## src/hdl/u8vrs_pkg.sv

```systemverilog
`timescale 1ns / 1ps
`default_nettype none

package u8vrs_pkg;

  // Output queue depth; it must hold a full open sequence plus some slack.
  localparam int DEFAULT_FIFO_DEPTH = 16;

  // Longest run of lead and continuation bytes that may be held open.
  localparam logic [2:0] PEND_DEPTH = 3'd6;

  localparam logic [31:0] CP_MAX     = 32'h0010_FFFF;
  localparam logic [31:0] SURR_LO    = 32'h0000_D800;
  localparam logic [31:0] SURR_HI    = 32'h0000_DFFF;
  localparam logic [31:0] LIM_LEN1   = 32'h0000_007F;
  localparam logic [31:0] LIM_LEN2   = 32'h0000_07FF;
  localparam logic [31:0] LIM_LEN3   = 32'h0000_FFFF;
  localparam logic [31:0] LIM_LEN4   = 32'h001F_FFFF;
  localparam logic [31:0] LIM_LEN5   = 32'h03FF_FFFF;
  localparam logic [15:0] NONCHAR_FE = 16'hFFFE;
  localparam logic [15:0] NONCHAR_FF = 16'hFFFF;

  // Configuration register indexes.
  localparam logic [1:0] CFG_DISALLOW_NC = 2'd0;
  localparam logic [1:0] CFG_REPL_BYTE   = 2'd1;
  localparam logic [1:0] CFG_REPL_EN     = 2'd2;

  localparam logic [7:0] REPL_BYTE_RESET = 8'd63;

  // One run of result words caused by one input word. The first count_a
  // words carry valid_a, the remaining word (if any) carries valid_b.
  typedef struct packed {
    logic [2:0] count;
    logic [2:0] count_a;
    logic       valid_a;
    logic       valid_b;
    logic       eos;
    logic       str_ok;
  } run_t;

  // Number of leading one bits of a lead byte, with 0xFE and 0xFF giving 7.
  function automatic logic [2:0] lead_len(input logic [7:0] b);
    logic [2:0] len;
    if (!b[5])      len = 3'd2;
    else if (!b[4]) len = 3'd3;
    else if (!b[3]) len = 3'd4;
    else if (!b[2]) len = 3'd5;
    else if (!b[1]) len = 3'd6;
    else            len = 3'd7;
    return len;
  endfunction

  // Payload bits below the length marker of a lead byte.
  function automatic logic [7:0] lead_payload(input logic [7:0] b, input logic [2:0] len);
    logic [7:0] mask;
    mask = 8'hFF >> ({1'b0, len} + 4'd1);
    return b & mask;
  endfunction

  function automatic logic [2:0] shortest_len(input logic [31:0] cp);
    logic [2:0] len;
    if (cp > LIM_LEN5)      len = 3'd6;
    else if (cp > LIM_LEN4) len = 3'd5;
    else if (cp > LIM_LEN3) len = 3'd4;
    else if (cp > LIM_LEN2) len = 3'd3;
    else if (cp > LIM_LEN1) len = 3'd2;
    else                    len = 3'd1;
    return len;
  endfunction

  function automatic logic seq_ok(input logic [31:0] cp, input logic [2:0] len,
                                  input logic disallow_nc);
    logic ok;
    ok = 1'b1;
    if (cp >= SURR_LO && cp <= SURR_HI) ok = 1'b0;
    if (cp > CP_MAX) ok = 1'b0;
    if (disallow_nc && (cp[15:0] == NONCHAR_FE || cp[15:0] == NONCHAR_FF)) ok = 1'b0;
    if (len > shortest_len(cp)) ok = 1'b0;
    return ok;
  endfunction

endpackage

`default_nettype wire

```

## src/hdl/u8vrs_if.sv

```systemverilog
`timescale 1ns / 1ps
`default_nettype none

interface u8vrs_in_if;
  logic       valid;
  logic       ready;
  logic [7:0] data_byte;
  logic       end_of_string;

  modport source (output valid, output data_byte, output end_of_string, input ready);
  modport sink   (input valid, input data_byte, input end_of_string, output ready);
endinterface

interface u8vrs_out_if;
  logic       valid;
  logic       ready;
  logic [7:0] out_byte;
  logic       byte_valid;
  logic       run_last;
  logic       string_last;
  logic       string_valid;

  modport source (output valid, output out_byte, output byte_valid, output run_last,
                  output string_last, output string_valid, input ready);
  modport sink   (input valid, input out_byte, input byte_valid, input run_last,
                  input string_last, input string_valid, output ready);
endinterface

`default_nettype wire

```

## src/hdl/u8vrs_scan.sv

```systemverilog
`timescale 1ns / 1ps
`default_nettype none

// Sequence tracker. Decides, for each accepted word, which held and current
// words are now released and with what validity. The bytes themselves live
// in the output queue of the top level.
module u8vrs_scan (
  input  wire logic            clk,
  input  wire logic            rst_n,
  input  wire logic            step_en,
  input  wire logic [7:0]      data_byte,
  input  wire logic            end_of_string,
  input  wire logic            disallow_nc,
  output logic                 run_push,
  output u8vrs_pkg::run_t      run
);
  import u8vrs_pkg::*;

  logic [2:0]  pc_r, pc_nxt;
  logic [2:0]  el_r, el_nxt;
  logic [31:0] acc_r, acc_nxt;
  logic        seen_inv_r, seen_inv_nxt;

  logic        is_ascii, is_cont;
  logic [31:0] acc_ext;
  logic [3:0]  pc_inc;
  logic [2:0]  flush_cnt;
  logic        valid_a, valid_b, has_cur, start_new, extend, ok, any_bad;
  logic [2:0]  new_len;

  always_comb begin
    is_ascii  = !data_byte[7];
    is_cont   = (data_byte[7:6] == 2'b10);
    acc_ext   = {acc_r[25:0], data_byte[5:0]};
    pc_inc    = {1'b0, pc_r} + 4'd1;
    new_len   = lead_len(data_byte);
    ok        = seq_ok(acc_ext, pc_inc[2:0], disallow_nc);
    flush_cnt = 3'd0;
    valid_a   = 1'b0;
    valid_b   = 1'b0;
    has_cur   = 1'b0;
    start_new = 1'b0;
    extend    = 1'b0;
    if (pc_r != 3'd0 && is_cont) begin
      if (pc_inc >= {1'b0, el_r}) begin
        flush_cnt = pc_r;
        valid_a   = ok;
        valid_b   = ok;
        has_cur   = 1'b1;
      end else if (end_of_string || pc_r >= PEND_DEPTH) begin
        flush_cnt = pc_r;
        has_cur   = 1'b1;
      end else begin
        extend = 1'b1;
      end
    end else begin
      // A sequence broken by a non-continuation is released invalid and
      // the breaking byte is then treated as a fresh one.
      flush_cnt = pc_r;
      if (is_ascii) begin
        has_cur = 1'b1;
        valid_b = 1'b1;
      end else if (is_cont || end_of_string) begin
        has_cur = 1'b1;
      end else begin
        start_new = 1'b1;
      end
    end
    any_bad = (flush_cnt != 3'd0 && !valid_a) || (has_cur && !valid_b);

    run.count   = flush_cnt + {2'b00, has_cur};
    run.count_a = flush_cnt;
    run.valid_a = valid_a;
    run.valid_b = valid_b;
    run.eos     = end_of_string;
    run.str_ok  = !(seen_inv_r || any_bad);
    run_push    = step_en && (run.count != 3'd0);
  end

  always_comb begin
    pc_nxt       = pc_r;
    el_nxt       = el_r;
    acc_nxt      = acc_r;
    seen_inv_nxt = seen_inv_r;
    if (step_en) begin
      seen_inv_nxt = seen_inv_r || any_bad;
      if (end_of_string) begin
        pc_nxt       = 3'd0;
        el_nxt       = 3'd0;
        acc_nxt      = 32'd0;
        seen_inv_nxt = 1'b0;
      end else if (extend) begin
        pc_nxt  = pc_inc[2:0];
        acc_nxt = acc_ext;
      end else if (start_new) begin
        pc_nxt  = 3'd1;
        el_nxt  = new_len;
        acc_nxt = {24'd0, lead_payload(data_byte, new_len)};
      end else begin
        pc_nxt  = 3'd0;
        el_nxt  = 3'd0;
        acc_nxt = 32'd0;
      end
    end
  end

  always_ff @(posedge clk) begin
    if (!rst_n) begin
      pc_r       <= 3'd0;
      el_r       <= 3'd0;
      acc_r      <= 32'd0;
      seen_inv_r <= 1'b0;
    end else begin
      pc_r       <= pc_nxt;
      el_r       <= el_nxt;
      acc_r      <= acc_nxt;
      seen_inv_r <= seen_inv_nxt;
    end
  end

endmodule

`default_nettype wire

```

## src/hdl/utf8_validate_replace_stream.sv

```systemverilog
`timescale 1ns / 1ps
`default_nettype none

// Channel   Dir  Payload                                              Handshake
// in_ch     in   data_byte[7:0], end_of_string                        valid/ready
// out_ch    out  out_byte[7:0], byte_valid, run_last, string_last,    valid/ready
//                string_valid
// cfg_*     in   cfg_index[1:0], cfg_data[7:0]                        cfg_we
//
// One input word is accepted per cycle while the byte queue has room. Every
// input byte is written into the byte queue at once and leaves exactly once,
// in order, one word per cycle while out_ch is ready, as soon as the run that
// releases it is known. A run is decided in the same cycle the word is
// accepted, so the first result can leave on the next cycle; held bytes of
// an open sequence wait in the queue until the sequence completes or breaks,
// which is what sets the latency.
// Reset is synchronous and active low; it empties both queues and closes any
// open sequence. A stalled output only stops input once the byte queue fills.
module utf8_validate_replace_stream #(
  parameter int FIFO_DEPTH = u8vrs_pkg::DEFAULT_FIFO_DEPTH
) (
  input  wire logic       clk,
  input  wire logic       rst_n,
  u8vrs_in_if.sink        in_ch,
  u8vrs_out_if.source     out_ch,
  input  wire logic       cfg_we,
  input  wire logic [1:0] cfg_index,
  input  wire logic [7:0] cfg_data
);
  import u8vrs_pkg::*;

  localparam int PTR_W = $clog2(FIFO_DEPTH);
  localparam int CNT_W = $clog2(FIFO_DEPTH + 1);
  localparam logic [PTR_W-1:0] PTR_LAST = PTR_W'(FIFO_DEPTH - 1);
  localparam logic [CNT_W-1:0] CNT_FULL = CNT_W'(FIFO_DEPTH);

  function automatic logic [PTR_W-1:0] ptr_adv(input logic [PTR_W-1:0] p);
    return (p == PTR_LAST) ? '0 : p + PTR_W'(1);
  endfunction

  // Configuration registers.
  logic       disallow_nc_r;
  logic [7:0] repl_byte_r;
  logic       repl_en_r;

  always_ff @(posedge clk) begin
    if (!rst_n) begin
      disallow_nc_r <= 1'b0;
      repl_byte_r   <= REPL_BYTE_RESET;
      repl_en_r     <= 1'b1;
    end else if (cfg_we) begin
      unique case (cfg_index)
        CFG_DISALLOW_NC: disallow_nc_r <= cfg_data[0];
        CFG_REPL_BYTE:   repl_byte_r   <= cfg_data;
        CFG_REPL_EN:     repl_en_r     <= cfg_data[0];
        default: ;
      endcase
    end
  end

  logic in_acc, out_acc, run_pop, run_push;
  run_t run_new, run_head;

  // Byte queue: every accepted byte, held or released, in arrival order.
  logic [7:0]       bytes_r [FIFO_DEPTH];
  logic [PTR_W-1:0] bwr_r, brd_r;
  logic [CNT_W-1:0] byte_cnt_r, byte_cnt_nxt;

  // Run queue: one entry per input word that released results.
  run_t             runs_r [FIFO_DEPTH];
  logic [PTR_W-1:0] rwr_r, rrd_r;
  logic [CNT_W-1:0] run_cnt_r, run_cnt_nxt;

  // Position of the next word inside the head run.
  logic [2:0] idx_r, idx_nxt;

  logic head_last, head_bv;

  assign in_ch.ready = (byte_cnt_r != CNT_FULL);
  assign in_acc      = in_ch.valid && in_ch.ready;

  u8vrs_scan u_scan (
    .clk           (clk),
    .rst_n         (rst_n),
    .step_en       (in_acc),
    .data_byte     (in_ch.data_byte),
    .end_of_string (in_ch.end_of_string),
    .disallow_nc   (disallow_nc_r),
    .run_push      (run_push),
    .run           (run_new)
  );

  always_comb begin
    run_head  = runs_r[rrd_r];
    head_last = (idx_r == run_head.count - 3'd1);
    head_bv   = (idx_r < run_head.count_a) ? run_head.valid_a : run_head.valid_b;
  end

  assign out_ch.valid        = (run_cnt_r != '0);
  assign out_ch.byte_valid   = head_bv;
  assign out_ch.out_byte     = (head_bv || !repl_en_r) ? bytes_r[brd_r] : repl_byte_r;
  assign out_ch.run_last     = head_last;
  assign out_ch.string_last  = head_last && run_head.eos;
  assign out_ch.string_valid = head_last && run_head.eos && run_head.str_ok;

  assign out_acc = out_ch.valid && out_ch.ready;
  assign run_pop = out_acc && head_last;

  always_comb begin
    byte_cnt_nxt = byte_cnt_r;
    case ({in_acc, out_acc})
      2'b10:   byte_cnt_nxt = byte_cnt_r + CNT_W'(1);
      2'b01:   byte_cnt_nxt = byte_cnt_r - CNT_W'(1);
      default: byte_cnt_nxt = byte_cnt_r;
    endcase
    run_cnt_nxt = run_cnt_r;
    case ({run_push, run_pop})
      2'b10:   run_cnt_nxt = run_cnt_r + CNT_W'(1);
      2'b01:   run_cnt_nxt = run_cnt_r - CNT_W'(1);
      default: run_cnt_nxt = run_cnt_r;
    endcase
    idx_nxt = idx_r;
    if (out_acc) begin
      idx_nxt = head_last ? 3'd0 : idx_r + 3'd1;
    end
  end

  always_ff @(posedge clk) begin
    if (in_acc) begin
      bytes_r[bwr_r] <= in_ch.data_byte;
    end
    if (run_push) begin
      runs_r[rwr_r] <= run_new;
    end
  end

  always_ff @(posedge clk) begin
    if (!rst_n) begin
      bwr_r      <= '0;
      brd_r      <= '0;
      byte_cnt_r <= '0;
      rwr_r      <= '0;
      rrd_r      <= '0;
      run_cnt_r  <= '0;
      idx_r      <= 3'd0;
    end else begin
      if (in_acc)   bwr_r <= ptr_adv(bwr_r);
      if (out_acc)  brd_r <= ptr_adv(brd_r);
      if (run_push) rwr_r <= ptr_adv(rwr_r);
      if (run_pop)  rrd_r <= ptr_adv(rrd_r);
      byte_cnt_r <= byte_cnt_nxt;
      run_cnt_r  <= run_cnt_nxt;
      idx_r      <= idx_nxt;
    end
  end

  // Every queued run covers at least one queued byte.
  a_runs_have_bytes: assert property (@(posedge clk) disable iff (!rst_n)
    run_cnt_r <= byte_cnt_r)
    else $error("run queue holds more runs than the byte queue holds bytes");

  // The word index never walks past the end of the head run.
  a_idx_in_run: assert property (@(posedge clk) disable iff (!rst_n)
    out_ch.valid |-> (idx_r < run_head.count))
    else $error("word index beyond head run length");

  // A run that is only partly delivered stays at the head.
  a_run_stays: assert property (@(posedge clk) disable iff (!rst_n)
    (out_acc && !head_last) |=> (out_ch.valid && idx_r == $past(idx_r) + 3'd1))
    else $error("partly delivered run lost from the head");

  // Results are not released ahead of the bytes they describe.
  a_no_empty_pop: assert property (@(posedge clk) disable iff (!rst_n)
    out_ch.valid |-> (byte_cnt_r != '0))
    else $error("result offered with empty byte queue");

endmodule

`default_nettype wire
```

## src/flat_wrapper.sv

```systemverilog
// flat-port wrapper written by rule: the top's interface ports become plain ports
module utf8_validate_replace_stream_flat import u8vrs_pkg::*;
#(
  parameter int FIFO_DEPTH = u8vrs_pkg::DEFAULT_FIFO_DEPTH
)
  (clk, rst_n, cfg_we, cfg_index, cfg_data, in_ch_valid, in_ch_data_byte, in_ch_end_of_string, in_ch_ready, out_ch_valid, out_ch_out_byte, out_ch_byte_valid, out_ch_run_last, out_ch_string_last, out_ch_string_valid, out_ch_ready);
  u8vrs_in_if in_ch_i ();
  u8vrs_out_if out_ch_i ();
  input  wire logic clk;
  input  wire logic rst_n;
  input  wire logic cfg_we;
  input  wire logic [1:0] cfg_index;
  input  wire logic [7:0] cfg_data;
  input wire logic [$bits(in_ch_i.valid)-1:0] in_ch_valid;
  input wire logic [$bits(in_ch_i.data_byte)-1:0] in_ch_data_byte;
  input wire logic [$bits(in_ch_i.end_of_string)-1:0] in_ch_end_of_string;
  output wire logic [$bits(in_ch_i.ready)-1:0] in_ch_ready;
  output wire logic [$bits(out_ch_i.valid)-1:0] out_ch_valid;
  output wire logic [$bits(out_ch_i.out_byte)-1:0] out_ch_out_byte;
  output wire logic [$bits(out_ch_i.byte_valid)-1:0] out_ch_byte_valid;
  output wire logic [$bits(out_ch_i.run_last)-1:0] out_ch_run_last;
  output wire logic [$bits(out_ch_i.string_last)-1:0] out_ch_string_last;
  output wire logic [$bits(out_ch_i.string_valid)-1:0] out_ch_string_valid;
  input wire logic [$bits(out_ch_i.ready)-1:0] out_ch_ready;
  assign in_ch_i.valid = in_ch_valid;
  assign in_ch_i.data_byte = in_ch_data_byte;
  assign in_ch_i.end_of_string = in_ch_end_of_string;
  assign in_ch_ready = in_ch_i.ready;
  assign out_ch_valid = out_ch_i.valid;
  assign out_ch_out_byte = out_ch_i.out_byte;
  assign out_ch_byte_valid = out_ch_i.byte_valid;
  assign out_ch_run_last = out_ch_i.run_last;
  assign out_ch_string_last = out_ch_i.string_last;
  assign out_ch_string_valid = out_ch_i.string_valid;
  assign out_ch_i.ready = out_ch_ready;
  utf8_validate_replace_stream #(.FIFO_DEPTH(FIFO_DEPTH)) u_core (.clk(clk), .rst_n(rst_n), .in_ch(in_ch_i), .out_ch(out_ch_i), .cfg_we(cfg_we), .cfg_index(cfg_index), .cfg_data(cfg_data));
endmodule
```

## config.mk

```make
export PLATFORM = sky130hd
export DESIGN_NAME = utf8_validate_replace_stream_flat
export DESIGN_NICKNAME = d
export VERILOG_FILES = /design/src/hdl/u8vrs_pkg.sv /design/src/hdl/u8vrs_if.sv /design/src/hdl/u8vrs_scan.sv /design/src/hdl/utf8_validate_replace_stream.sv /design/src/flat_wrapper.sv
export SDC_FILE = /design/constraint.sdc
export NUM_CORES = 1
export LEC_CHECK = 0
export BUFFER_PORTS_ARGS = -buffer_cell sky130_fd_sc_hd__buf_4
export CAP_MARGIN = 10
export CORE_MARGIN = 2
export CORE_UTILIZATION = 42
export DETAILED_ROUTE_END_ITERATION = 10
export SLEW_MARGIN = 20
export SYNTH_ARGS = -nofsm -noshare
export SYNTH_HDL_FRONTEND = slang
export SYNTH_SLANG_ARGS = --single-unit
```

## constraint.sdc

```tcl
create_clock -name clk -period 5.23 [get_ports clk]
set_clock_uncertainty 0.1 [all_clocks]
set_input_delay 1.046 -clock clk [delete_from_list [all_inputs] [get_ports clk]]
set_output_delay 1.046 -clock clk [all_outputs]
set_load 0.005 [all_outputs]
```

* Word level (Yosys, flattened, before mapping)
Memories as Yosys holds them, arrays and structs flattened. A register that Yosys moved wholly into a read port is not among the register bits. Index checks and enable logic that the tools add are counted.
Storage, ports and cells: flip-flop bits (word level) 72, memory bits (writable) 288, input bits 24, output and inout port bits 14, logic and storage cells 150, memories 2
Cells by class: add/subtract/negate cells 13, order comparisons 12, eq/ne operators 16, shift operators 1, mux-type cells 59, bitwise operators 1, reductions and logical operators 32
Memory list:
- u_core.runs_r | depth 16, bits a word 10, read ports 1, clocked after memory_dff 1, write ports 1, line utf8_validate_replace_stream.sv:70 | run_t runs_r [FIFO_DEPTH];
- u_core.bytes_r | depth 16, bits a word 8, read ports 1, clocked after memory_dff 1, write ports 1, line utf8_validate_replace_stream.sv:65 | logic [7:0] bytes_r [FIFO_DEPTH];
Operator list (count):
- $gt A32 B21 Y1 const B | 2
- $mux W26 | 2
- $mux W3 | 14
- $eq A16 B16 Y1 const B | 2
- $ge A32 B16 Y1 const B | 1
- $gt A32 B11 Y1 const B | 1
- $gt A32 B16 Y1 const B | 1
- $gt A32 B26 Y1 const B | 1
- $gt A32 B7 Y1 const B | 1
- $le A32 B16 Y1 const B | 1
- $mux W4 | 8
- $mux W1 | 27
- $pmux W5 S2 | 2
- $add A4 B1 Y4 const B | 4
- $eq A4 B4 Y1 const B | 4
- $mux W8 | 2
- $logic_and A1 B1 Y1 | 11
- $add A5 B1 Y5 const B | 2
- $sub A5 B1 Y5 const B | 2
- $reduce_bool A3 Y1 | 3
- $add A3 B1 Y4 const B | 2
- $and A8 B8 Y8 | 1
- $eq A2 B2 Y1 const B | 4
- $mux W2 | 4
- 18 further kinds | 32

* Depth between registers and ports, before layout
Gate-level depths: netlist of run 1.
depth in word-level cells 15, mapped depth 21, gate-level depth less buffers 18

* Hierarchy
From an unflattened synthesis of run 1, not the netlist that was laid out.
Second synthesis, totals: cell total of the unflattened synthesis 977, area total of the unflattened synthesis 15444.8 µm²
By module, submodules not included:
- utf8_validate_replace_stream | instances 1, cells each 768, area an instance 13568.0 µm², seq. area each 9589.2 µm²
- u8vrs_scan | instances 1, cells each 209, area an instance 1876.8 µm², seq. area each 660.6 µm²

* Worst setup path after synthesis of run 1
OpenSTA, ideal clock, no wires.
path type reg-to-output, start register (tool-made name), end output port out_ch_out_byte[0], arrival 4073 ps, required time 4084 ps, slack 11 ps, cell stages (with the launch flop) 15, buffers on the path 3, cell sequence dfxtp_1 -> buf_2 -> buf_2 -> buf_2 -> mux4_2 -> mux4_2 -> inv_1 -> ha_1 -> a211o_1 -> a211oi_1 -> nand3_1 -> nand3_1 -> mux2_2 -> o211ai_2 -> mux2_2
RTL lines:
- to (decl) | line flat_wrapper.sv:19 | output wire logic [$bits(out_ch_i.out_byte)-1:0] out_ch_out_byte;

==> results of run 1 <==
path summary, 6_finish.rpt:
kind	from	endpoint	slack [ns]	cells after the start
worst min register to register	u_core.repl_byte_r[4]$_SDFFE_PN1P_	u_core.repl_byte_r[4]$_SDFFE_PN1P_	0.37	2
worst max register to register	register	u_core.run_cnt_r[4]$_SDFFE_PN0P_	0.58	18
worst min-delay path	u_core.repl_byte_r[4]$_SDFFE_PN1P_	u_core.repl_byte_r[4]$_SDFFE_PN1P_	0.37	2
worst max-delay path	register	out_ch_out_byte[2]	0.06	13
layout make-up:
cell class	instances	share of cell area, %
Multi-Input combinational cell	542	26.6
Inverter	28	0.625
Clock inverter	17	1.24
Sequential cell	368	58.2
Clock buffer	57	6.63
Timing Repair Buffer	78	3.41
Tap cell	461	3.27
worst max-delay path, cell delays in order, from the launching register on:
cell	delay (ns)
dfxtp_4	0.40
mux4_2	0.50
mux4_2	0.49
inv_2	0.08
ha_4	0.19
a211o_1	0.31
a211oi_2	0.15
nand3_1	0.14
nand3_2	0.11
mux2_4	0.31
o211ai_2	0.18
buf_6	0.17
mux2_2	0.34
buf_4	0.13
cells in the final DEF (no fill, tap or decap), drive strengths merged, types with 33 or more instances in the layout:
cell type,n
a21oi,39
a22oi,43
buf,78
clkbuf,57
dfxtp,80
edfxtp,288
ha,33
mux4,72
nand2,65
nor2,78
power breakdown:
part / internal (mW) / leakage (nW) / total, mW / switching, mW
sequential: 3.21 / 3.30 / 3.29 / 0.0764
combinational: 0.330 / 2.08 / 0.682 / 0.352
clock: 1.81 / 0.684 / 2.91 / 1.10
cells by family (layout without fill, tap and decap cells):
kind of cell	after synthesis	count (layout)	synth area share (%)
xor gates and xnor gates	16	16	0.922
DFF	368	368	67.5
and+or+nand+nor	255	255	7.93
muxes	101	101	12.7
buffers and inverters	76	180	2.03
AOI/OAI and AO/OA	135	135	5.97
adders and majority gates	35	35	2.98
through the flow:
stage	util (%)	std cells	setup WS (ns)
detailed placement	45.5	1476	0.392
CTS	49.4	1550	0.00957
finish	49.5	1551	0.0622
global placement	45.5	1476	0.500
floorplan	-	986	0.0113
global route	49.5	1551	-0.0807
routing by layer:
metal	wire (um)	vias up	global-route usage [%]
li1	-	3967	-
met1	13900	4284	22.7
met2	16700	188	30.4
met3	1480	61	2.85
met4	849	0	5.58
met5	0	-	0
registers in the layout (all words and copies together) (netlist names), named ones only:
| signal | count |
|---|---|
| u_core.runs_r | 160 |
| u_core.u_scan.el_r | 3 |
| u_core.u_scan.acc_r | 26 |
| u_core.disallow_nc_r | 1 |
| u_core.bytes_r | 128 |
| u_core.rwr_r | 4 |
| u_core.repl_byte_r | 8 |
| u_core.brd_r | 4 |
| u_core.bwr_r | 4 |
| u_core.u_scan.pc_r | 3 |
| u_core.u_scan.seen_inv_r | 1 |
| u_core.byte_cnt_r | 5 |
| u_core.rrd_r | 4 |
| u_core.run_cnt_r | 5 |
| u_core.idx_r | 3 |
| u_core.repl_en_r | 1 |
timing repair:
item	4_1_cts	5_1_grt
pin swaps	1	5
setup buffers	0	1
gates resized for setup	5	8
setup endpoints to repair	10	11
hold buffers	0	0
==> summary.md, run 1 <==
| Metric | Value |
|---|---|
| Antenna-violating nets left | 0 |
| Setup Crit Path Kind | reg2out |
| Avg Cell Area, Syn | 15.4 um2 |
| CP max FO | 8 |
| Gpl congestion | 0.778 |
| # clock sinks | 368 |
| EDFF count, synth | 288 |
| Leak | roughly 6 nW |
| DP HPWL | approximately 21 mm |
| Leading cell type by number of instances after synthesis | edfxtp_1 |
| Layout cells sized above 1 | approximately 22% |
| GRT Residual Overflow | 0 |
| Unrepaired setup endpoints after global routing | yes |
| Die height | around 200 um |
| PD cells | about 400 mW/mm2 |
| Via density per instance | roughly 5.5 |
| Vias in the first global route | ~8500 |
| Fillers | between 2000 and 3000 |
| Crit path launch type | register |
| Clk_lat worst skew | between 0.5 and 0.6 ns |
| Worst-margin pin slew | 1.08 ns |
| Register area | 0.0103 mm2 |
| Fin. Hold Viols | 0 |
| Largest area contributor in the netlist | edfxtp_1 |
| Post-Syn Nets | 1045 |
| Synth Register Bits | 368 |
| Number of port buffers | 37 |
| Post-Route WL | 33.0 mm |
| Worst-path clk slew | 0.06 ns |
| Syn-to-layout area delta | 15.9% |
| Sequential element share of the synthesized area | between 60% and 70% |
| Rel. slew slack | roughly 28% |
| Largest net degree at the start of global routing | 57 |
| Syn Inst Count | 986 |
| Primary FF master, synth | edfxtp_1 |
| # diodes | 0 |
| Yosys cell types | 57 |
| Synth Warn # | 0 |
| Period utilisation layout | a little over nine tenths |
| Starting Density | between 40% and 50% |
| Core area | 0.0356 mm2 |
| Async SR Flop Fraction | 0% |
| Fin area | between 0.015 and 0.02 mm2 |
| Initial antenna violation count | 0 |
| DRT Pass-1 Iters | 5 |
| Hold WS | roughly 0.37 ns |
| Worst hold path class | reg2reg |
| Worst Path Required | between 4 and 5 ns |
| Post-route DRC | 0 |
| IR Drop Worst-Case VDD | 0.305 mV |
| Share of the synthesized area in the top cell type | a little under three fifths |
| Minimum clock period | ~5.2 ns |
| Top post-synthesis cells by area | edfxtp_1 (57%), dfxtp_1 (11%), mux4_2 (10%) |
| Nets | between 1000 and 1500 |
| Final max-slew violation count | 0 |
| CTS tree | done |
| H-tree depth | 2 |
| First-pass GRT wire length | a little over 50 mm |
| Setup TNS | 0 ns |
| Post-DP Area | roughly 0.016 mm2 |
| Status | complete, no violations |
| Post-Syn Area | about 0.015 mm2 |
| Max-cap violations | 0 |
| Fmax | 194 MHz |
| Avg WL per Cell | approximately 21 um |
| Worst Setup End Kind | output port |
| Num CTS Buffers | 40 |
| FP Rows | 69 |
| Die area | between 0.03 and 0.04 mm2 |
| Root buffer cell | clkbuf_16 |
| Multi-input logic area | 0.00468 mm2 |
| DIE WIDTH | around 200 um |
| Worst Path Arrival | about 4 ns |
| Worst-case clock buffer depth | 3 |
| Total global-route track usage | 17.6% |
| I/O pins | 38 |
| Total power | roughly 6.9 mW |
| Vias | between 8000 and 9000 |
| Most frequent cells after synthesis | edfxtp_1 (288), dfxtp_1 (80), nor2_1 (78), mux4_2 (70), nand2_1 (65) |
| Final Setup Violations | 0 |
| Initial DRC count | approximately 500 |
No activity file was read; power rests on OpenSTA's default activity.
==> inputs of run 2 (changes only) <==
--- a/config.mk
+++ b/config.mk
@@ -5,10 +5,11 @@
 export SDC_FILE = /design/constraint.sdc
 export NUM_CORES = 1
 export LEC_CHECK = 0
+export ABC_AREA = 1
 export BUFFER_PORTS_ARGS = -buffer_cell sky130_fd_sc_hd__buf_4
 export CAP_MARGIN = 10
 export CORE_MARGIN = 2
-export CORE_UTILIZATION = 42
+export CORE_UTILIZATION = 35
 export DETAILED_ROUTE_END_ITERATION = 10
 export SLEW_MARGIN = 20
 export SYNTH_ARGS = -nofsm -noshare
==> summary.md, run 2 <==
| Metric | Value |
|---|---|
| Top post-synthesis cells by area | edfxtp_1 (55%), dfxtp_1 (10%), nand2_1 (4.4%) |
| Total global-route track usage | 16.1% (-1.5 points) |
| Worst-path clk slew | 0.06 ns (about the same) |
| Core area | 0.0444 mm2 (+25%) |
| Worst hold path class | reg2reg |
| Reg2reg start | u_core.u_scan.pc_r[0]$_SDFFE_PN0P_ |
| Share of the synthesized area in the top cell type | 54.8% (-2.1 points) |
| Fin. Hold Viols | 0 (unchanged) |
| Worst Hold End | u_core.byte_cnt_r[0]$_SDFFE_PN0P_ |
| Gpl congestion | 0.801 (+2.9%) |
| R2R depth | 23 (+5) |
| IR Drop Worst-Case VDD | 0.258 mV (-15%) |
| Post-Route WL | 37.4 mm (+13%) |
| Die area | 0.0468 mm2 (+24%) |
| Root buffer cell | clkbuf_16 |
| PD cells | 473 mW/mm2 (+21%) |
| Antenna-violating nets left | 0 (unchanged) |
| H-tree depth | 2 (unchanged) |
| Syn Inst Count | 1412 (+43%) |
| Worst-case clock buffer depth | 3 (unchanged) |
| DP HPWL | 23.9 mm (+14%) |
| Worst Setup End Kind | register |
| Total power | 8.54 mW (+24%) |
| GRT Residual Overflow | 0 (unchanged) |
| Commonest non-fill, non-tap cell in the layout | edfxtp_1 |
| Leak | 6.70 nW (+10%) |
| Fmax | 211 MHz (+9.0%) |
| Crit path launch type | register |
| Initial DRC count | 860 (+73%) |
| Max-cap violations | 0 (unchanged) |
| CP max FO | 7 (-1) |
| Cts repair resizes | 0 (-5) |
| Post-route DRC | 0 (unchanged) |
| Biggest register | u_core.runs_r |
| Num CTS Buffers | 39 (-2.5%) |
| I/O pins | 38 (unchanged) |
| Most frequent cells after synthesis | edfxtp_1 (288), nand2_1 (185), nor2_1 (166), o21ai_0 (119), inv_1 (108) |
| CP delay by family, top | adder cells |
| Top flop regs | u_core.runs_r x160, u_core.bytes_r x128, u_core.u_scan.acc_r x26 |
| Sequential element share of the synthesized area | 64.9% (-2.5 points) |
| FF-to-FF End | u_core.run_cnt_r[4]$_SDFFE_PN0P_ |
| Critical path's most frequent cell | ha_1 |
| Primary FF master, synth | edfxtp_1 |
| Async SR Flop Fraction | 0% (unchanged) |
| Fillers | 4144 (+39%) |
| Vias | 10578 (+24%) |
| Largest area contributor in the netlist | edfxtp_1 |
| Final max-slew violation count | 0 (unchanged) |
| EDFF count, synth | 288 (unchanged) |
| DIE WIDTH | 216 um (+11%) |
| Hold path startpoint | u_core.byte_cnt_r[0]$_SDFFE_PN0P_ |
| Period utilisation layout | 90.6% (-8.2 points) |
| Status | complete, no violations |
| Crit-path slowest cell | fa_1 |
| Avg WL per Cell | 17.9 um (-16%) |
| Post-Syn Area | 0.0158 mm2 (+3.9%) |
| Yosys cell types | 46 (-19%) |
| Die height | 216 um (+11%) |
| Final Setup Violations | 0 (unchanged) |
| Starting Density | 35.5% (-7.2 points) |
| Nets | 1521 (+36%) |
| Setup TNS | 0 ns (unchanged) |
| Number of port buffers | 37 (unchanged) |
| Hold WS | 0.347 ns (-0.0184 ns) |
| Unrepaired setup endpoints after global routing | no |
| Setup Crit Path Kind | reg2reg |
| CTS Hold Bufs | 0 (unchanged) |
| Synth Warn # | 0 (unchanged) |
| Worst Path Required | 5.54 ns (+1.46 ns) |
| First-pass GRT wire length | 58.7 mm (+16%) |
| Max FFs per register | 160 (unchanged) |
| Initial antenna violation count | 0 (unchanged) |
| # clock sinks | 368 (unchanged) |
| Worst-margin pin slew | 1.02 ns (-0.0543 ns) |
| FP Rows | 77 (+12%) |
| Worst Hold Depth | 1 (-1) |
| Layout cells sized above 1 | 11.3% (-11 points) |
| Most frequent cells in the layout | edfxtp_1 (288), nand2_1 (185), nor2_1 (166) |
| DRT Pass-1 Iters | 5 (unchanged) |
| Cells along the critical path | ha_1, xor2_1, ha_1, a21boi_0, nor2_1, nand3_1, nand2_1, inv_1, ha_1, ha_1, nand3b_1, nand3_2, nand2_2, ha_1, fa_1, a21o_1, a21oi_1, inv_1, o21ai_0, a21oi_1, or2_2, nand2_1, a21oi_1 |
| Worst Path Arrival | 5.05 ns (+1.03 ns) |
| Crit path buf inv count | 2 (-1) |
| Syn-to-layout area delta | 14.5% |
| Largest net degree at the start of global routing | 72 (+26%) |
| Synth Register Bits | 368 (unchanged) |
| Vias in the first global route | 10352 (+21%) |
| Rel. slew slack | 31.3% (+3.3 points) |
| Clk_lat worst skew | 0.54 ns (about the same) |
| R2r setup slk | 0.49 ns (-0.09 ns) |
| Avg Cell Area, Syn | 11.2 um2 (-27%) |
| Setup Buffers After CTS | 0 (unchanged) |
| Via density per instance | 5.08 (-7.4%) |
| Leading cell type by number of instances after synthesis | edfxtp_1 |
| CTS tree | done |
| Max stage delay on crit path | 0.46 ns (-0.04 ns) |
| Post-Syn Nets | 1471 (+41%) |
| Minimum clock period | 4.74 ns (-0.428 ns) |
run 2: changes by cell type after synthesis, moves of 38 or more:
cell and change:
nand3_1 +44, o21ai_0 +96, mux4_2 -70, nand2_1 +120
nor2_1 +88, inv_1 +84, a21oi_1 +39, o211ai_1 +38
run 2: logic make-up (layout without fill, tap and decap cells):
group | Yosys count | in the layout | synth area share [%]
and+or+nand+nor | 474 | 474 | 13.0
buffers and inverters | 188 | 267 | 5.12
xor gates and xnor gates | 13 | 13 | 0.721
DFF | 368 | 368 | 64.9
adders and majority gates | 35 | 35 | 2.87
other | 0 | 1 | 0
muxes | 32 | 32 | 2.03
AOI/OAI and AO/OA | 302 | 302 | 11.3
run 2: metrics by stage:
stage               utilization [%]  setup slack (ns)  instance area [um2]  std cells
global route                   40.7            0.0835                18100       2083
CTS                            40.7             0.486                18100       2083
global placement               37.8             0.607                16800       2013
detailed placement             37.8             0.519                16800       2013
finish                         40.7             0.490                18100       2084
floorplan                         -             0.724                15800       1412
run 2: cell type report:
cell class | count | area [um2] | area share [%]
Inverter | 118 | 448 | 2.48
Multi-Input combinational cell | 856 | 4730 | 26.2
Antenna cell | 1 | 2.50 | 0.0138
Sequential cell | 368 | 10300 | 56.7
Clock buffer | 60 | 1120 | 6.20
Clock inverter | 10 | 159 | 0.879
Timing Repair Buffer | 79 | 618 | 3.42
Tap cell | 592 | 741 | 4.10
run 2: routing by layer:
metal	part of all wire (%)	track usage [%]
met5	0	0
met2	46	25.7
met3	5.0	2.23
met4	2.6	5.41
met1	46	22.5
run 2: worst register-to-register path: cells and delay by family, from the launching register on:
kind,cells,cell delay [ns]
adders and majority gates,6,1.66
AOI/OAI and AO/OA,6,0.67
and+or+nand+nor,8,1.31
xor gates and xnor gates,1,0.30
DFF,1,0.45
buffers and inverters,2,0.13
run 2: power by group:
part	internal (mW)	leakage (nW)	switching (mW)	total, mW
logic	0.839	2.78	1.53	2.37
registers	3.27	3.29	0.143	3.41
clock network	1.67	0.623	1.09	2.77
total	5.78	6.70	2.77	8.54
run 2: worst max path at each step:
stage | start | to | cells after the start
after global routing | u_core.u_scan.pc_r[0]$_SDFFE_PN0P_ | u_core.run_cnt_r[4]$_SDFFE_PN0P_ | 23
after global placement | in_ch_end_of_string | u_core.run_cnt_r[4]$_SDFFE_PN0P_ | 22
final | u_core.u_scan.pc_r[0]$_SDFFE_PN0P_ | u_core.run_cnt_r[4]$_SDFFE_PN0P_ | 23
after CTS | register | out_ch_out_byte[3] | 13
after detailed placement | in_ch_end_of_string | u_core.run_cnt_r[4]$_SDFFE_PN0P_ | 22
after floorplan | u_core.u_scan.pc_r[0]$_SDFFE_PN0P_ | u_core.run_cnt_r[4]$_SDFFE_PN0P_ | 25
==> inputs of run 3 (changes only) <==
--- a/config.mk
+++ b/config.mk
@@ -5,7 +5,6 @@
 export SDC_FILE = /design/constraint.sdc
 export NUM_CORES = 1
 export LEC_CHECK = 0
-export ABC_AREA = 1
 export BUFFER_PORTS_ARGS = -buffer_cell sky130_fd_sc_hd__buf_4
 export CAP_MARGIN = 10
 export CORE_MARGIN = 2
==> summary.md, run 3 (synthesis results as in run 1) <==
| Metric | Value |
|---|---|
| Status | complete, no violations |
| Die height | 212 um (-1.9%) |
| # diodes | 0 (-1) |
| DIE WIDTH | 212 um (-1.9%) |
| Top flop regs | u_core.runs_r x160, u_core.bytes_r x128, u_core.u_scan.acc_r x26 |
| Final Setup Violations | 0 (unchanged) |
| IR Drop Worst-Case VDD | 0.201 mV (-22%) |
| Final core occ | 41.4% (+0.70 points) |
| Post-route DRC | 0 (unchanged) |
| # clock sinks | 368 (unchanged) |
| Worst Path Arrival | 4.02 ns (-1.03 ns) |
| Worst-margin pin slew | 0.976 ns (-0.0483 ns) |
| Clock power frac | 40.9% (+8.5 points) |
| Largest net degree at the start of global routing | 36 (-50%) |
| Gpl congestion | 0.789 (-1.6%) |
| Biggest register | u_core.runs_r |
| Vias in the first global route | 8574 (-17%) |
| I/O pins | 38 (unchanged) |
| Via density per instance | 5.12 (+0.80%) |
| Sequential Power Share | 48.5% (+8.6 points) |
| Starting Density | 35.3% (-0.20 points) |
| Setup TNS | 0 ns (unchanged) |
| Max FFs per register | 160 (unchanged) |
| Total power | 6.78 mW (-21%) |
| # placed instances | 1599 (-21%) |
| Crit path launch type | register |
| Avg WL per Cell | 19.9 um (+11%) |
| H-tree depth | 2 (unchanged) |
| Worst hold path class | reg2reg |
| Worst Path Required | 4.08 ns (-1.46 ns) |
| Fillers | 3934 (-5.1%) |
| Gate power share | 10.6% (-17 points) |
| Initial antenna violation count | 0 (unchanged) |
| Die area | 0.0451 mm2 (-3.7%) |
| Cells along the critical path | mux4_2, mux4_2, inv_2, ha_4, a211o_1, a211oi_2, nand3_1, nand3_2, mux2_4, o211ai_2, buf_6, mux2_4, buf_6 |
| CP max FO | 8 (+1) |
| Fin. Hold Viols | 0 (unchanged) |
| Internal | 5.23 mW (-9.5%) |
| Initial DRC count | 759 (-12%) |
| Vias | 8575 (-19%) |
| PD cells | 381 mW/mm2 (-19%) |
| Core area | 0.0430 mm2 (-3.2%) |
| Leak | 6.10 nW (-8.9%) |
| Worst-path clk slew | 0.06 ns (about the same) |
| Worst Setup End Kind | output port |
| Max stage delay on crit path | 0.51 ns (+0.05 ns) |
| Psw | 1.55 mW (-44%) |
| Max-cap violations | 0 (unchanged) |
| Final max-slew violation count | 0 (unchanged) |
| Num CTS Buffers | 39 (unchanged) |
| Most frequent cells in the layout | edfxtp_1 (288), nor2_1 (78), dfxtp_1 (77) |
| CTS Hold Bufs | 0 (unchanged) |
| Layout cells sized above 1 | 22.4% (+11 points) |
| Syn-to-layout area delta | 17.1% |
| Number of port buffers | 37 (unchanged) |
| FP Rows | 76 (-1.3%) |
| Hold WS | 0.359 ns (+0.0114 ns) |
| Worst-case clock buffer depth | 3 (unchanged) |
| First-pass GRT wire length | 51.0 mm (-13%) |
| GRT Residual Overflow | 0 (unchanged) |
| Non-filler cells, final | 1676 (-20%) |
| Antenna-violating nets left | 0 (unchanged) |
| Period utilisation layout | 98.8% (+8.1 points) |
| Nets | 1121 (-26%) |
| Root buffer cell | clkbuf_16 |
| DRT Pass-1 Iters | 5 (unchanged) |
| Total global-route track usage | 15.1% (-0.97 points) |
| Commonest non-fill, non-tap cell in the layout | edfxtp_1 |
| Switching Share | 22.8% (-9.5 points) |
| Post-Route WL | 33.3 mm (-11%) |
| Unrepaired setup endpoints after global routing | yes |
| Setup Crit Path Kind | reg2out |
| Clk_lat worst skew | 0.54 ns (about the same) |
| Minimum clock period | 5.17 ns (+0.425 ns) |
| DP HPWL | 21.3 mm (-11%) |
| Fmax | 194 MHz (-8.2%) |
| CTS tree | done |
| Crit-path slowest cell | mux4_2 |
| Rel. slew slack | 34.8% (+3.6 points) |
==> run 3: cell count changes in the layout (fill, tap and decap cells not counted), moves of 14 or more <==
cell      previous run  this run
inv_1              107        23
a21oi_1             77        38
a22oi_1             23        43
o221ai_1            14         0
nor2_1             166        78
and2_1               1        16
nand3_1             71        26
nand2_1            185        65
o211ai_1            40         2
mux4_2               0        70
o21ai_0            119        21
==> run 3: layout make-up <==
type                            count  area [um2]  share of cell area, %
Inverter                           28         110                  0.619
Multi-Input combinational cell    542        4720                   26.5
Clock inverter                      9        86.3                  0.485
Sequential cell                   368       10300                   57.6
Tap cell                          585         732                   4.11
Timing Repair Buffer               83         661                   3.71
Clock buffer                       61        1220                   6.88
==> run 3: metal layers <==
metal	routed length (um)	share of wire [%]	vias up	GRT usage, %
li1	-	-	3966	-
met4	694	2.1	0	4.17
met1	15300	46	4355	21.5
met2	15700	47	203	24.2
met3	1630	4.9	51	2.23
met5	0	0	-	0
==> run 3: worst max-delay path: cells and delay by family (launching register included) <==
kind | cells | cell delay (ns)
adder cells (fa/ha/maj) | 1 | 0.19
multiplexers | 4 | 1.61
AO/OA/AOI/OAI | 3 | 0.63
flip-flops | 1 | 0.40
buffers and inverters | 3 | 0.39
AND/OR/NAND/NOR | 2 | 0.24
==> run 3: repair_timing <==
item | 4_1_cts | 5_1_grt
gates cloned | 0 | 0
gates resized for setup | 15 | 13
pin swaps | 6 | 1
setup endpoints to repair | 8 | 11
setup buffers | 7 | 1
==> run 3: power by group through the flow <==
stage	Combinational [mW]	Sequential, mW	Clock [mW]
2_1_floorplan	0.472	3.30	0
3_3_place_gp	0.671	3.35	0
3_5_place_dp	0.678	3.35	0
4_1_cts	0.714	3.29	2.84
5_1_grt	0.795	3.30	2.95
6_report	0.718	3.28	2.77
==> run 3: stage by stage <==
stage	area (um2)	setup WS [ns]
3_5_place_dp	16300	0.260
6_report	17800	0.0648
5_1_grt	17800	-0.108
3_3_place_gp	16300	0.335
2_1_floorplan	15200	0.0113
4_1_cts	17800	0.0103
==> run 3: worst paths after layout <==
check / startpoint / end / slack, ns / depth (start not counted)
max reg2reg: u_core.u_scan.pc_r[0]$_SDFFE_PN0P_ / u_core.run_cnt_r[4]$_SDFFE_PN0P_ / 0.49 / 15
max: register / out_ch_out_byte[1] / 0.06 / 13
min: u_core.repl_byte_r[6]$_SDFFE_PN0P_ / u_core.repl_byte_r[6]$_SDFFE_PN0P_ / 0.36 / 2
min reg2reg: u_core.repl_byte_r[6]$_SDFFE_PN0P_ / u_core.repl_byte_r[6]$_SDFFE_PN0P_ / 0.36 / 2
